File: config.mk
export PLATFORM = sky130hd
export DESIGN_NAME = softmax_row
export DESIGN_NICKNAME = d
export VERILOG_FILES = /design/src/hw/rtl/smr_pkg.sv /design/src/hw/rtl/smr_div.sv /design/src/hw/rtl/softmax_row.sv
export SDC_FILE = /design/constraint.sdc
export NUM_CORES = 2
export LEC_CHECK = 0
export ABC_AREA = 1
export BUFFER_PORTS_ARGS = -buffer_cell sky130_fd_sc_hd__buf_2
export CORE_UTILIZATION = 63
export DETAILED_ROUTE_END_ITERATION = 12
export PLACE_DENSITY = 0.79
export SYNTH_ARGS = -nofsm -noshare
export SYNTH_HDL_FRONTEND = slang
export SYNTH_SLANG_ARGS = --single-unit
File: constraint.sdc
create_clock -name clk_i -period 16.1 [get_ports clk_i]
set_input_delay 3.22 -clock clk_i [delete_from_list [all_inputs] [get_ports clk_i]]
set_output_delay 3.22 -clock clk_i [all_outputs]
set_load 0.01 [all_outputs]
File: src/hw/rtl/smr_pkg.sv
// shared constants and types for the row softmax block
package smr_pkg;

  localparam int unsigned ScoreW = 16;
  localparam int unsigned ExpW   = 16;
  localparam int unsigned SumW   = 23;
  localparam int unsigned ProdW  = 32;

  typedef logic [ExpW-1:0] pow_tab_t [16];

  localparam pow_tab_t PowTab = '{
    16'd65535, 16'd62757, 16'd60097, 16'd57549, 16'd55109, 16'd52773, 16'd50535, 16'd48393,
    16'd46341, 16'd44376, 16'd42495, 16'd40693, 16'd38968, 16'd37316, 16'd35734, 16'd34219
  };

  // exp(-d/256) in q0.16 by table and shift
  function automatic logic [ExpW-1:0] exp_neg(input logic [ScoreW-1:0] d);
    logic [ScoreW+8:0] t;
    logic [ExpW-1:0]   r;
    t = {9'd0, d} * 25'd369;
    if (t[24:20] != 5'd0) begin
      r = '0;
    end else begin
      r = PowTab[t[15:12]] >> t[19:16];
    end
    return r;
  endfunction

endpackage

File: src/hw/rtl/smr_div.sv
// restoring divider, one quotient bit per cycle
module smr_div (
  input  logic                     clk_i,
  input  logic                     rst_ni,
  input  logic                     start_i,
  input  logic [smr_pkg::ProdW-1:0] num_i,
  input  logic [smr_pkg::SumW-1:0]  den_i,
  output logic                     done_o,
  output logic [smr_pkg::ProdW-1:0] quo_o
);

  logic [smr_pkg::ProdW-1:0] quo_q, quo_d;
  logic [smr_pkg::SumW:0]    rem_q, rem_d;
  logic [smr_pkg::SumW-1:0]  den_q;
  logic [5:0]                cnt_q, cnt_d;
  logic                      busy_q, busy_d, done_q, done_d;
  logic [smr_pkg::SumW:0]    trial;
  logic [smr_pkg::SumW+1:0]  diff;

  always_comb begin
    trial  = {rem_q[smr_pkg::SumW-1:0], quo_q[smr_pkg::ProdW-1]};
    diff   = {1'b0, trial} - {2'b0, den_q};
    quo_d  = quo_q;
    rem_d  = rem_q;
    cnt_d  = cnt_q;
    busy_d = busy_q;
    done_d = 1'b0;
    if (start_i) begin
      quo_d  = num_i;
      rem_d  = '0;
      cnt_d  = '0;
      busy_d = 1'b1;
    end else if (busy_q) begin
      if (!diff[smr_pkg::SumW+1]) begin
        rem_d = diff[smr_pkg::SumW:0];
        quo_d = {quo_q[smr_pkg::ProdW-2:0], 1'b1};
      end else begin
        rem_d = trial;
        quo_d = {quo_q[smr_pkg::ProdW-2:0], 1'b0};
      end
      cnt_d = cnt_q + 6'd1;
      if (cnt_q == 6'(smr_pkg::ProdW - 1)) begin
        busy_d = 1'b0;
        done_d = 1'b1;
      end
    end
  end

  always_ff @(posedge clk_i or negedge rst_ni) begin
    if (!rst_ni) begin
      busy_q <= 1'b0;
      done_q <= 1'b0;
      cnt_q  <= '0;
    end else begin
      busy_q <= busy_d;
      done_q <= done_d;
      cnt_q  <= cnt_d;
    end
  end

  always_ff @(posedge clk_i) begin
    quo_q <= quo_d;
    rem_q <= rem_d;
    if (start_i) den_q <= den_i;
  end

  assign done_o = done_q;
  assign quo_o  = (den_q == '0) ? '0 : quo_q;

endmodule

File: src/hw/rtl/softmax_row.sv
// row softmax top level: buffers a row, then exponent and divide passes
// load: one score per cycle; a row closes on last_in or after MAX_ROW_LEN scores
// exponent pass: one memory read per score from the score memory
// divide pass: bit-serial 32-bit divider; the next result starts once the last one is taken
// results leave through an output register; input stalls until the row is delivered
// async active-low reset clears control state; the memories are not cleared
module softmax_row #(
  parameter int unsigned MAX_ROW_LEN = 64
) (
  input  logic        clk_i,
  input  logic        rst_ni,
  input  logic        valid_i,
  output logic        stall_o,
  input  logic [15:0] score_i,
  input  logic        last_in_i,
  output logic        valid_o,
  input  logic        stall_i,
  output logic [15:0] prob_o,
  output logic        last_out_o
);

  localparam int unsigned AW = (MAX_ROW_LEN > 1) ? $clog2(MAX_ROW_LEN) : 1;
  localparam int unsigned CW = $clog2(MAX_ROW_LEN + 1);

  localparam logic [2:0] StLoad = 3'd0;
  localparam logic [2:0] StExp  = 3'd1;
  localparam logic [2:0] StRd   = 3'd2;
  localparam logic [2:0] StMul  = 3'd3;
  localparam logic [2:0] StDiv  = 3'd4;
  localparam logic [2:0] StOut  = 3'd5;

  logic [15:0] score_mem [MAX_ROW_LEN];
  logic [15:0] exp_mem   [MAX_ROW_LEN];

  logic [2:0]  st_q, st_d;
  logic [CW-1:0] cnt_q, cnt_d, idx_q, idx_d;
  logic signed [15:0] max_q, max_d;
  logic [smr_pkg::SumW-1:0] sum_q, sum_d;
  logic        rd_vld_q;
  logic [AW-1:0] rd_idx_q;
  logic [15:0] score_rd_q, exp_rd_q;
  logic [smr_pkg::ProdW-1:0] prod;
  logic        div_start, div_done;
  logic [smr_pkg::ProdW-1:0] quo;
  logic        vld_q, last_q;
  logic [15:0] prob_q;
  logic        in_acc, out_acc, closes;
  logic [15:0] diff;
  logic [15:0] e_val;

  assign in_acc  = valid_i && !stall_o;
  assign out_acc = vld_q && !stall_i;
  assign stall_o = (st_q != StLoad);
  assign closes  = last_in_i || (cnt_q == CW'(MAX_ROW_LEN - 1));
  assign diff    = 16'(max_q - $signed(score_rd_q));
  assign e_val   = smr_pkg::exp_neg(diff);
  assign div_start = (st_q == StMul);
  assign prod    = {16'd0, exp_rd_q} * 32'd65535;

  always_comb begin
    st_d  = st_q;
    cnt_d = cnt_q;
    idx_d = idx_q;
    max_d = max_q;
    sum_d = sum_q;
    unique case (st_q)
      StLoad: begin
        if (in_acc) begin
          cnt_d = cnt_q + CW'(1);
          if ($signed(score_i) > max_q) max_d = $signed(score_i);
          if (closes) begin
            st_d  = StExp;
            idx_d = '0;
            sum_d = '0;
          end
        end
      end
      StExp: begin
        if (idx_q != cnt_q) idx_d = idx_q + CW'(1);
        if (rd_vld_q) sum_d = sum_q + smr_pkg::SumW'(e_val);
        if (idx_q == cnt_q && !rd_vld_q) begin
          st_d  = StRd;
          idx_d = '0;
        end
      end
      StRd:  st_d = StMul;
      StMul: st_d = StDiv;
      StDiv: if (div_done) st_d = StOut;
      StOut: begin
        if (!vld_q || out_acc) begin
          if (idx_q == cnt_q - CW'(1)) begin
            st_d  = StLoad;
            cnt_d = '0;
            max_d = 16'sh8000;
            sum_d = '0;
          end else begin
            idx_d = idx_q + CW'(1);
            st_d  = StRd;
          end
        end
      end
      default: st_d = StLoad;
    endcase
  end

  always_ff @(posedge clk_i or negedge rst_ni) begin
    if (!rst_ni) begin
      st_q     <= StLoad;
      cnt_q    <= '0;
      idx_q    <= '0;
      max_q    <= 16'sh8000;
      sum_q    <= '0;
      rd_vld_q <= 1'b0;
      vld_q    <= 1'b0;
    end else begin
      st_q     <= st_d;
      cnt_q    <= cnt_d;
      idx_q    <= idx_d;
      max_q    <= max_d;
      sum_q    <= sum_d;
      rd_vld_q <= (st_q == StExp) && (idx_q != cnt_q);
      if (st_q == StDiv && div_done) begin
        vld_q <= 1'b1;
      end else if (out_acc) begin
        vld_q <= 1'b0;
      end
    end
  end

  // memories, synchronous read
  always_ff @(posedge clk_i) begin
    if (in_acc) score_mem[cnt_q[AW-1:0]] <= score_i;
    score_rd_q <= score_mem[idx_q[AW-1:0]];
    rd_idx_q   <= idx_q[AW-1:0];
    if (rd_vld_q) exp_mem[rd_idx_q] <= e_val;
    exp_rd_q   <= exp_mem[idx_q[AW-1:0]];
  end

  smr_div u_div (
    .clk_i   (clk_i),
    .rst_ni  (rst_ni),
    .start_i (div_start),
    .num_i   (prod),
    .den_i   (sum_q),
    .done_o  (div_done),
    .quo_o   (quo)
  );

  always_ff @(posedge clk_i) begin
    if (div_done) begin
      prob_q <= (quo > 32'd65535) ? 16'hFFFF : quo[15:0];
      last_q <= (idx_q == cnt_q - CW'(1));
    end
  end

  assign valid_o    = vld_q;
  assign prob_o     = prob_q;
  assign last_out_o = last_q;

  a_no_accept_busy: assert property (@(posedge clk_i) disable iff (!rst_ni)
    (st_q != StLoad) |-> !in_acc) else $error("input beat taken while busy");
  a_cnt_bound: assert property (@(posedge clk_i) disable iff (!rst_ni)
    cnt_q <= CW'(MAX_ROW_LEN)) else $error("row count overflow");
  a_out_in_out_state: assert property (@(posedge clk_i) disable iff (!rst_ni)
    vld_q |-> (st_q == StOut || st_q == StRd || st_q == StLoad))
    else $error("result held outside output phase");
  a_sum_nonzero: assert property (@(posedge clk_i) disable iff (!rst_ni)
    (st_q == StRd) |-> (sum_q >= 23'd65535)) else $error("row sum too small");

endmodule

==> flow_metrics.env <==
export IMPL_status="complete, no violations"
export IMPL_maxCapViolCount=0
export IMPL_slew_headroom=0.1851
export IMPL_yosys_warnings=0
export IMPL_syn_instance_count=7964
export IMPL_dp_cells=9819
export IMPL_clk_pin_slew_ps=60
export IMPL_cts_max_path_buffers=3
export IMPL_drt_iter0_markers=10750
export IMPL_syn_to_final_growth_pct=9.784
export IMPL_vias=67170
export IMPL_critPathMaxFanout=65
export IMPL_ys_types=69
export IMPL_dieArea_mm2=0.1602
export IMPL_fin_cells=10220
export IMPL_final_setup_viol_count=0
export IMPL_h_tree_depth=4
export IMPL_initial_utilization=0.6375
export IMPL_ys_flop_type="edfxtp_1"
export IMPL_arrival_ps=10840
export IMPL_fin_tns_setup_ps=0
export IMPL_grt_pass1_wl_mm=389.9
export IMPL_cts_buffers=212
export IMPL_crit_slowest_cell="inv_2"
export IMPL_clock_latency_ps=880
export IMPL_cts_setup_buffers=0
export IMPL_antenna_found_initial=20
export IMPL_hold_violations=0
export IMPL_criticalPathCategory="register to register"
export IMPL_start_kind="register"
export IMPL_fin_crit_ps=10130
export IMPL_yosysSeqAreaShare=0.6658
export IMPL_pin_count=40
export IMPL_synth_top_area_cell="edfxtp_1"
export IMPL_postLayoutCoreUtil=0.6999
export IMPL_avgSynthCellArea_um2=12.55
export IMPL_final_common_cell="edfxtp_1"
export IMPL_dieWidth_um=400.3
export IMPL_vias_per_cell=6.574
export IMPL_num_rows=145
export IMPL_grt_pass1_vias=64310
export IMPL_report_final_slew_viol_count=0
export IMPL_cp_end_kind="register"
export IMPL_synth_top_area_frac=0.6371
export IMPL_drt_first_pass_iters=6
export IMPL_place_hpwl_mm=153.6
export IMPL_crit_path_frequent_cell="nand2_1"
export IMPL_ys_ff_latch=2247
export IMPL_layout_common_cells="2,120 x edfxtp_1, 1,356 x nor2_1, 626 x o21ai_0"
export IMPL_cts_sinks=2247
export IMPL_syn_cell_area_mm2=0.09993
export IMPL_fmaxAchievable_mhz=98.76
export IMPL_wl_per_cell_um=25.46
export IMPL_fin_nets=8396
export IMPL_gp_congestion=0.9078
export IMPL_ys_top_cells_by_area="edfxtp_1 64%, nor2_1 5.1%, fa_1 3.3%"
export IMPL_period_share=0.6289
export IMPL_async_flop_share=0.02937
export IMPL_finClkSkew_ps=59.96
export IMPL_track_usage=0.3214
export IMPL_max_stage_delay_ps=840
export IMPL_core_mm2=0.1568
export IMPL_port_buffers=39
export IMPL_cts_tree="done"
export IMPL_grt_overflow=0
export IMPL_rsz0062_at_grt="false"
export IMPL_clockRootBuffer="clkbuf_16"
export IMPL_die_height_um=400.3
export IMPL_grt_max_degree=216
export IMPL_routed_wl_mm=260.1
export IMPL_drive_gt1_frac=0.08132
export IMPL_cp_required_ps=16810
export IMPL_tightest_slew_ps=1222
export IMPL_hp_class="register to register"
export IMPL_syn_num_nets=8385
export IMPL_synth_edff_count=2120
export IMPL_cts_resized=0
export IMPL_cts_hold_buf=0
export IMPL_ant_nets=0
export IMPL_drc_errors=0
-- synthesized netlist by cell type, drive strengths merged, types with 46 or more instances --
cell type	number
a21oi	293
a31oi	46
buf	88
clkbuf	372
dfrtp	65
dfxtp	61
edfxtp	2120
fa	165
ha	235
inv	516
mux2i	207
nand2	570
nand3	329
nor2	1374
o211ai	61
o21ai	669
o221ai	211
o32ai	305
xor2	52
-- metal layers --
metal  track usage  share of wire  vias up
li1              -              -    29240
met1        0.4590           0.38    32760
met2        0.4862           0.45     4495
met3       0.07625           0.13      660
met4        0.1152          0.036       14
met5             0        0.00035        -
-- sequential cells by signal, indices dropped and copies added (netlist names), 3 cells and up --
name,cells
exp_mem,1024
score_mem,1024
u_div.quo_q,32
sum_q,23
u_div.den_q,23
u_div.rem_q,23
exp_rd_q,16
max_q,16
prob_o,16
score_rd_q,16
cnt_q,7
idx_q,7
rd_idx_q,6
u_div.cnt_q,6
st_q,3
-- cells by family (layout without fill, tap and decap cells) --
kind of cell             after synthesis  after routing  synth area share
adder cells (fa/ha/maj)              400            400           0.06248
multiplexers                         207            207           0.02073
AND/OR/NAND/NOR                     2375           2375           0.09651
XOR/XNOR                              87             87          0.008339
buffers and inverters                980           1169           0.03767
AO/OA/AOI/OAI                       1668           1668            0.1085
other                                  0              7                 0
flip-flops                          2247           2247            0.6658
-- cell type report --
type | count | area, um^2
Antenna cell | 7 | 17.52
Clock buffer | 260 | 5495
Fill cell | 10160 | 47040
Inverter | 520 | 1968
Clock inverter | 132 | 1361
Timing Repair Buffer | 257 | 1897
Sequential cell | 2247 | 66550
Multi-Input combinational cell | 4737 | 29840
Tap cell | 2058 | 2575
-- per-stage QoR --
step | hold WS [ps] | setup WS [ps] | area (um^2)
floorplan | 345.4 | 6714 | 99930
CTS | 456.7 | 6022 | 109700
finish | 452.6 | 5974 | 109700
detailed placement | 446.4 | 6058 | 102800
global placement | 432.8 | 6109 | 102800
global route | 460.9 | 5026 | 109700
-- final timing paths --
check	from	to	slack (ps)	depth (start not counted)
worst max-delay path	max_q[0]$_DFFE_PN0P_	sum_q[19]$_DFFE_PN0P_	5970	48
worst min-delay path	sum_q[22]$_DFFE_PN0P_	u_div.den_q[22]$_DFFE_PP_	450	0
max in group asynchronous	rst_ni	idx_q[1]$_DFFE_PN0P_	12660	2
min in group asynchronous	rst_ni	u_div.cnt_q[3]$_DFFE_PN0P_	2170	1
worst max register to register	max_q[0]$_DFFE_PN0P_	sum_q[19]$_DFFE_PN0P_	5970	48
worst min register to register	sum_q[22]$_DFFE_PN0P_	u_div.den_q[22]$_DFFE_PP_	450	0
-- worst max-delay path, delay by kind of cell, from the launching register on --
kind / cells / cell delay [ps]
fa+ha+maj: 8 / 3040
compound gates: 13 / 2370
simple gates: 18 / 2230
buf+inv: 8 / 1890
flops: 1 / 380
xor+xnor: 1 / 120
Power is not shown: default switching activity piles up to over one toggle a cycle in this logic, so the estimate is an artifact.
